## src/hw/rtl/frc_pkg.sv

```systemverilog
// ----------------------------------------------------------------------------
// frc_pkg
// Types and constants shared by the frame receiver modules.
// ----------------------------------------------------------------------------
package frc_pkg;

	localparam int unsigned BYTE_W = 8;
	localparam int unsigned WORD_W = 16;
	localparam int unsigned POS_W  = 3;

	// Header byte positions; the last one marks payload reception
	localparam logic [POS_W-1:0] POS_TYPE_HI  = 3'd0;
	localparam logic [POS_W-1:0] POS_TYPE_LO  = 3'd1;
	localparam logic [POS_W-1:0] POS_CHECK_HI = 3'd2;
	localparam logic [POS_W-1:0] POS_CHECK_LO = 3'd3;
	localparam logic [POS_W-1:0] POS_LEN_HI   = 3'd4;
	localparam logic [POS_W-1:0] POS_LEN_LO   = 3'd5;
	localparam logic [POS_W-1:0] POS_PAYLOAD  = 3'd6;

	localparam logic [WORD_W-1:0] HDR_BYTES  = 16'd6;
	localparam logic [WORD_W-1:0] TYPE_RESET = 16'd7;

	typedef struct packed {
		logic [BYTE_W-1:0] payload_byte;
		logic              carries_payload;
		logic              frame_end;
		logic              type_error;
		logic              checksum_error;
		logic              length_error;
	} frc_result_t;

endpackage

```

## src/hw/rtl/frc_in_stage.sv

```systemverilog
// ----------------------------------------------------------------------------
// frc_in_stage
// Input register for received bytes.
// ----------------------------------------------------------------------------
module frc_in_stage
	import frc_pkg::*;
(
	input  logic              clk,
	input  logic              arst_n,
	input  logic              in_valid,
	output logic              in_ready,
	input  logic [BYTE_W-1:0] in_byte,
	input  logic              take,
	output logic              valid_s1,
	output logic [BYTE_W-1:0] byte_s1
);

	assign in_ready = !valid_s1 || take;

	always_ff @(posedge clk or negedge arst_n) begin
		if (!arst_n) begin
			valid_s1 <= 1'b0;
		end else if (in_valid && in_ready) begin
			valid_s1 <= 1'b1;
		end else if (take) begin
			valid_s1 <= 1'b0;
		end
	end

	always_ff @(posedge clk) begin
		if (in_valid && in_ready) begin
			byte_s1 <= in_byte;
		end
	end

endmodule

```

## src/hw/rtl/frc_core.sv

```systemverilog
// ----------------------------------------------------------------------------
// frc_core
// Header parser, running 16-bit sum and frame-end checks for one byte.
// ----------------------------------------------------------------------------
module frc_core
	import frc_pkg::*;
(
	input  logic              clk,
	input  logic              arst_n,
	input  logic              cfg_valid,
	input  logic [WORD_W-1:0] cfg_data,
	input  logic              valid_s1,
	input  logic [BYTE_W-1:0] byte_s1,
	input  logic              out_ready,
	output logic              take,
	output logic              res_valid,
	output frc_result_t       res
);

	logic [WORD_W-1:0] exp_type_q;
	logic [POS_W-1:0]  hdr_pos_q,    hdr_pos_n;
	logic [WORD_W-1:0] frame_type_q, frame_type_n;
	logic [WORD_W-1:0] rx_check_q,   rx_check_n;
	logic [WORD_W-1:0] remain_q,     remain_n;
	logic [WORD_W-1:0] sum_q,        sum_n;
	logic [BYTE_W-1:0] pend_q,       pend_n;
	logic              odd_q,        odd_n;

	logic [WORD_W-1:0] len;
	logic [WORD_W-1:0] hdr_sum;
	logic [WORD_W-1:0] word;
	logic [WORD_W-1:0] pay_sum;
	logic [WORD_W-1:0] remain_dec;
	logic              type_mis;

	assign take = valid_s1 && (!res_valid || out_ready);

	always_comb begin
		len        = {remain_q[WORD_W-1:BYTE_W], byte_s1};
		hdr_sum    = exp_type_q + len;
		word       = odd_q ? {pend_q, byte_s1} : {byte_s1, {BYTE_W{1'b0}}};
		pay_sum    = sum_q + word;
		remain_dec = remain_q - 16'd1;
		type_mis   = frame_type_q != exp_type_q;

		hdr_pos_n    = hdr_pos_q;
		frame_type_n = frame_type_q;
		rx_check_n   = rx_check_q;
		remain_n     = remain_q;
		sum_n        = sum_q;
		pend_n       = pend_q;
		odd_n        = odd_q;
		res_valid    = 1'b0;
		res          = '0;

		if (valid_s1) begin
			unique case (hdr_pos_q)
				POS_TYPE_HI: begin
					frame_type_n = {byte_s1, {BYTE_W{1'b0}}};
					hdr_pos_n    = POS_TYPE_LO;
				end
				POS_TYPE_LO: begin
					frame_type_n = {frame_type_q[WORD_W-1:BYTE_W], byte_s1};
					hdr_pos_n    = POS_CHECK_HI;
				end
				POS_CHECK_HI: begin
					rx_check_n = {byte_s1, {BYTE_W{1'b0}}};
					hdr_pos_n  = POS_CHECK_LO;
				end
				POS_CHECK_LO: begin
					rx_check_n = {rx_check_q[WORD_W-1:BYTE_W], byte_s1};
					hdr_pos_n  = POS_LEN_HI;
				end
				POS_LEN_HI: begin
					// hold the length high byte until the low byte arrives
					remain_n  = {byte_s1, {BYTE_W{1'b0}}};
					hdr_pos_n = POS_LEN_LO;
				end
				POS_LEN_LO: begin
					sum_n  = hdr_sum;
					pend_n = '0;
					odd_n  = 1'b0;
					if (len < HDR_BYTES) begin
						remain_n           = '0;
						hdr_pos_n          = POS_TYPE_HI;
						res_valid          = 1'b1;
						res.frame_end      = 1'b1;
						res.type_error     = type_mis;
						res.length_error   = 1'b1;
					end else if (len == HDR_BYTES) begin
						remain_n           = '0;
						hdr_pos_n          = POS_TYPE_HI;
						res_valid          = 1'b1;
						res.frame_end      = 1'b1;
						res.type_error     = type_mis;
						res.checksum_error = (~hdr_sum) != rx_check_q;
					end else begin
						remain_n  = len - HDR_BYTES;
						hdr_pos_n = POS_PAYLOAD;
					end
				end
				POS_PAYLOAD: begin
					remain_n            = remain_dec;
					res_valid           = 1'b1;
					res.payload_byte    = byte_s1;
					res.carries_payload = 1'b1;
					if (remain_dec == '0) begin
						// fold in the last word, zero-padded when the tail is odd
						sum_n              = pay_sum;
						pend_n             = '0;
						odd_n              = 1'b0;
						hdr_pos_n          = POS_TYPE_HI;
						res.frame_end      = 1'b1;
						res.type_error     = type_mis;
						res.checksum_error = (~pay_sum) != rx_check_q;
					end else if (odd_q) begin
						sum_n  = pay_sum;
						pend_n = '0;
						odd_n  = 1'b0;
					end else begin
						pend_n = byte_s1;
						odd_n  = 1'b1;
					end
				end
				default: begin
					hdr_pos_n = POS_TYPE_HI;
				end
			endcase
		end
	end

	always_ff @(posedge clk or negedge arst_n) begin
		if (!arst_n) begin
			exp_type_q <= TYPE_RESET;
		end else if (cfg_valid) begin
			exp_type_q <= cfg_data;
		end
	end

	always_ff @(posedge clk or negedge arst_n) begin
		if (!arst_n) begin
			hdr_pos_q    <= POS_TYPE_HI;
			frame_type_q <= '0;
			rx_check_q   <= '0;
			remain_q     <= '0;
			sum_q        <= '0;
			pend_q       <= '0;
			odd_q        <= 1'b0;
		end else if (take) begin
			hdr_pos_q    <= hdr_pos_n;
			frame_type_q <= frame_type_n;
			rx_check_q   <= rx_check_n;
			remain_q     <= remain_n;
			sum_q        <= sum_n;
			pend_q       <= pend_n;
			odd_q        <= odd_n;
		end
	end

	a_payload_count: assert property (@(posedge clk) disable iff (!arst_n)
		(hdr_pos_q == POS_PAYLOAD) |-> (remain_q != '0))
		else $error("payload phase with zero bytes left");

	a_odd_in_payload: assert property (@(posedge clk) disable iff (!arst_n)
		odd_q |-> (hdr_pos_q == POS_PAYLOAD))
		else $error("pending high byte outside payload");

	a_len_err_flags: assert property (@(posedge clk) disable iff (!arst_n)
		(res_valid && res.length_error) |->
			(res.frame_end && !res.checksum_error && !res.carries_payload))
		else $error("length error result with inconsistent flags");

	a_payload_result: assert property (@(posedge clk) disable iff (!arst_n)
		(valid_s1 && (hdr_pos_q == POS_PAYLOAD)) |-> res_valid)
		else $error("payload byte without a result");

	a_end_resets_pos: assert property (@(posedge clk) disable iff (!arst_n)
		(take && res_valid && res.frame_end) |=> (hdr_pos_q == POS_TYPE_HI))
		else $error("frame end did not restart the header");

endmodule

```

## src/hw/rtl/frc_out_reg.sv

```systemverilog
// ----------------------------------------------------------------------------
// frc_out_reg
// Result register toward the output stream.
// ----------------------------------------------------------------------------
module frc_out_reg
	import frc_pkg::*;
(
	input  logic        clk,
	input  logic        arst_n,
	input  logic        load,
	input  frc_result_t res,
	output logic        can_load,
	output logic        valid_s2,
	output frc_result_t result_s2,
	input  logic        out_ready
);

	assign can_load = !valid_s2 || out_ready;

	always_ff @(posedge clk or negedge arst_n) begin
		if (!arst_n) begin
			valid_s2 <= 1'b0;
		end else if (load) begin
			valid_s2 <= 1'b1;
		end else if (out_ready) begin
			valid_s2 <= 1'b0;
		end
	end

	always_ff @(posedge clk) begin
		if (load) begin
			result_s2 <= res;
		end
	end

endmodule

```

## src/hw/rtl/frame_receiver_with_checksum_check_unit.sv

```systemverilog
// A byte accepted into the input register is parsed combinationally and its result,
// if any, is loaded into the result register that drives the output stream.
// Throughput: one byte per cycle, set by the single parse stage between the
// input register and the result register; a stalled result holds the input.
// Reset clears the header position, running sum and the valid flags of both stream
// registers; expected_type returns to 7.
// ----------------------------------------------------------------------------
// frame_receiver_with_checksum_check_unit
// Byte-stream frame receiver with header parsing and inverted-sum check.
// ----------------------------------------------------------------------------
module frame_receiver_with_checksum_check_unit
	import frc_pkg::*;
(
	input  logic        clk,
	input  logic        arst_n,
	input  logic        cfg_valid,
	output logic        cfg_ready,
	input  logic [15:0] cfg_data,       // expected_type
	input  logic        s_axis_tvalid,
	output logic        s_axis_tready,
	input  logic [7:0]  s_axis_tdata,   // rx_byte
	output logic        m_axis_tvalid,
	input  logic        m_axis_tready,
	output logic [15:0] m_axis_tdata,   // payload_byte, type_error, checksum_error,
	                                    // length_error, zero fill
	output logic        m_axis_tuser,   // carries_payload
	output logic        m_axis_tlast    // frame_end
);

	logic              valid_s1;
	logic [BYTE_W-1:0] byte_s1;
	logic              take;
	logic              res_valid;
	frc_result_t       res;
	logic              can_load;
	frc_result_t       result_s2;

	assign cfg_ready = 1'b1;

	frc_in_stage u_in (
		.clk      (clk),
		.arst_n   (arst_n),
		.in_valid (s_axis_tvalid),
		.in_ready (s_axis_tready),
		.in_byte  (s_axis_tdata),
		.take     (take),
		.valid_s1 (valid_s1),
		.byte_s1  (byte_s1)
	);

	frc_core u_core (
		.clk       (clk),
		.arst_n    (arst_n),
		.cfg_valid (cfg_valid),
		.cfg_data  (cfg_data),
		.valid_s1  (valid_s1),
		.byte_s1   (byte_s1),
		.out_ready (can_load),
		.take      (take),
		.res_valid (res_valid),
		.res       (res)
	);

	frc_out_reg u_out (
		.clk       (clk),
		.arst_n    (arst_n),
		.load      (take && res_valid),
		.res       (res),
		.can_load  (can_load),
		.valid_s2  (m_axis_tvalid),
		.result_s2 (result_s2),
		.out_ready (m_axis_tready)
	);

	assign m_axis_tdata = {5'b00000, result_s2.length_error, result_s2.checksum_error,
		result_s2.type_error, result_s2.payload_byte};
	assign m_axis_tuser = result_s2.carries_payload;
	assign m_axis_tlast = result_s2.frame_end;

endmodule

```

## config.mk

```make
export PLATFORM = sky130hd
export DESIGN_NAME = frame_receiver_with_checksum_check_unit
export DESIGN_NICKNAME = d
export VERILOG_FILES = /design/src/hw/rtl/frc_pkg.sv /design/src/hw/rtl/frc_in_stage.sv /design/src/hw/rtl/frc_core.sv /design/src/hw/rtl/frc_out_reg.sv /design/src/hw/rtl/frame_receiver_with_checksum_check_unit.sv
export SDC_FILE = /design/constraint.sdc
export NUM_CORES = 1
export LEC_CHECK = 0
export BUFFER_PORTS_ARGS = -buffer_cell sky130_fd_sc_hd__buf_2
export CAP_MARGIN = 30
export CORE_MARGIN = 2
export CORE_UTILIZATION = 45
export CTS_CLUSTER_SIZE = 14
export DETAILED_ROUTE_END_ITERATION = 10
export PLACE_DENSITY = 0.73
export SLEW_MARGIN = 30
export SYNTH_ARGS = -nofsm -noshare
export SYNTH_HDL_FRONTEND = slang
export SYNTH_SLANG_ARGS = --single-unit
```

## constraint.sdc

```tcl
create_clock -name clk -period 4.62 [get_ports clk]
set_input_delay 0.462 -clock clk [delete_from_list [all_inputs] [get_ports clk]]
set_output_delay 0.462 -clock clk [all_outputs]
set_load 0.005 [all_outputs]
```

==> results.ini <==
[layout]
fin_util_pct=52.16
area_growth_pct=12.36
fin_nets=899
stdcell_count=1068
drive_gt1_share_pct=18.04
antenna_cells=0

[critical_path]
r2r_end=u_out.result_s2[1]
r2r_cells=13
slowest_stage=dfrtp_1
cp-end-kind=flop
criticalPathCategory=flop to flop
crit_family=simple AND/OR/NAND/NOR gates
path_depth=13
crit_fanout=13
required_ns=4.80
endpoint=u_out.result_s2[1]
start_kind=flop
crit_start=u_core.odd_q
reg2reg_setup_slack_ns=1.03
crit_arrival_ns=3.77
critPathBufInv=1
reg2reg_from=u_core.odd_q
path_cells=and2_1 > ha_1 > inv_1 > fa_1 > nor2b_1 > o31a_2 > o21a_1 > nor2_1 > xor3_4 > or3_1 > nor4_2 > nand4b_1 > a22o_1
slowest_delay_ns=0.53

[synth]
syn_inst=803
ys.flop_type=dfrtp_1
syn_area_mm2=0.007752
ys_seq_area_share_pct=38.52
synth.distinct_cells=92
synth_edf_count=21
synthArstFlopShare_pct=81.74
ys_seq_elements=115
synth_warnings=0
synth_area_leaders=dfrtp_1, edfxtp_1, xnor2_1
synth_top_area_share_pct=29.37
avgSynthCellArea_um2=9.654
synth_area_leader_cell=dfrtp_1
ys_top_cells_by_count=dfrtp_1, nand2_1, nor2_1
yosys.cell_count.top_type=dfrtp_1

[global_routing]
grt_max_degree=62
grt_util_met1_pct=33.93
met2_usage_pct=34.18
grt_pass1_vias=5907
grt.total_usage_pct=23.41
grt_overflow=0
grt.met3_usage_pct=4.751
grt-busiest-layer=met2
grt_pass1_wl_mm=32.56
antenna_found_initial=0

[sta]
drv_slew=0
setup_ws_ns=1.034
rsz0062_at_grt=no
worst_slew_pin_slew_ns=0.8100
final.setup_skew_ns=0.01052
relSlewSlack_pct=45.89
whs_ns=0.2056
setup_tns_ns=0
hold_viol=0
fmax_ghz=0.2788
setup_violations=0
period_share_pct=77.63
min_period_ns=3.587

[placed_design]
io_buffers=43
place_inst=1035
dpl.hpwl_mm=14.56
gp_congestion=0.9039
pre_cts_ws_ns=1.040

[route]
first_pass_iters=5
drc=0
ant_nets=0
vias=6288
post_drt_wl_per_cell_um=18.73
avgViaCountPerCell=5.888
routed_wirelength_mm=20.00
drtIter0Drc=706

[power_and_ir_drop]
cellLeakagePower_nw=3.697
powerDensity_mw_per_mm2=706.4
irDropWorstVdd_uv=371.3

[clocking]
holdBufCountCts=1
cts_inserted_buffers=17
cts_setup_buffers=0
cts.clk_slew.worst_paths_ns=0.06
h-tree-depth=4
clock_latency_ns=0.43
clock_sinks=115
cts_resized=0
cts_tree=yes
ctsRootBufferMaster=clkbuf_16
cts_max_path_buffers=2

[floorplan]
num_io_pins=50
start_util_pct=46.42
placementRows=47
core_area_mm2=0.01670
die_h_um=135.3
die_area_mm2=0.01829
die_w_um=135.3

[job]
cap_violations=0

[outcome]
status=complete, no violations

[hold_path]
hold_class=input port to flop

## layout by cell type (no fill, tap or decap), drive strengths merged, types with 14 or more instances in the layout
master	synthesis	layout
clkbuf	28	19
mux2	37	37
xnor2	55	55
dfrtp	91	91
o21ai	56	56
a22o	14	14
inv	19	27
nor2	63	63
a21oi	52	52
ha	33	33
nand2	79	79
xor2	32	32
buf	22	58
nand3	21	21
edfxtp	21	21
## how the worst min path moves through the flow
stage,startpoint,to,slack [ns],cells past startpoint
final,s_axis_tdata[6],u_in.byte_s1[6],0.21,1
after global routing,s_axis_tdata[4],u_in.byte_s1[4],0.19,1
after CTS,s_axis_tdata[6],u_in.byte_s1[6],0.20,1
after detailed placement,arst_n,u_core.sum_q[3],0.45,1
after global placement,arst_n,u_core.sum_q[3],0.44,1
after floorplan,arst_n,u_core.exp_type_q[10],0.17,0
## metrics by stage
step | power [W] | instance area [µm²]
floorplan | 0.004231 | 7767
global placement | 0.004810 | 8143
detailed placement | 0.004863 | 8143
CTS | 0.006137 | 8711
global route | 0.006614 | 8711
finish | 0.006154 | 8711
## cell type report
cell class	count	area [µm²]
fillers	1495	7990
multi-input cells	623	4479
flip-flops and latches	115	2987
clock buffers	19	442.9
repair buffers	59	340.3
well taps	220	275.3
clock inverters	13	115.1
inverters	19	71.32
## worst reg2reg max path, stage by stage (launching register included)
cell      delay (ns)
dfrtp_1         0.53
and2_1          0.24
ha_1            0.20
inv_1           0.08
fa_1            0.20
nor2b_1         0.07
o31a_2          0.33
o21a_1          0.18
nor2_1          0.18
xor3_4          0.35
or3_1           0.38
nor4_2          0.26
nand4b_1        0.14
a22o_1          0.22
## flip-flops by register name, indices dropped and copies added, names as in the netlist
register             cells
u_core.exp_type_q       16
u_core.frame_type_q     16
u_core.hdr_pos_q         3
u_core.odd_q             1
u_core.pend_q            8
u_core.remain_q         16
u_core.rx_check_q       16
u_core.sum_q            16
u_in.byte_s1             8
u_in.valid_s1            1
u_out.result_s2         13
u_out.valid_s2           1
## report_power, final
part / internal [W] / switching (W) / total (W)
Combinational: 0.00143 / 0.00168 / 0.00311
Sequential: 0.00136 / 0.000440 / 0.00180
Clock: 0.000717 / 0.000529 / 0.00125
## metal layers
metal,routed length [µm],part of all wire (%)
met2,8744,44
met4,639,3.2
met1,8979,45
met3,1640,8.2
met5,0,0
## logic make-up (layout without fill, tap and decap cells)
kind of cell | Yosys count | after routing | share of synthesized area, %
other cells | 2 | 6 | 0.09687
mux | 39 | 39 | 5.633
compound gates | 197 | 197 | 16.74
buf+inv | 69 | 110 | 3.970
simple gates | 251 | 251 | 16.69
flops | 115 | 115 | 38.52
xor+xnor | 95 | 95 | 12.51
fa+ha+maj | 35 | 35 | 5.843
Power figures use the tool's default switching activity.
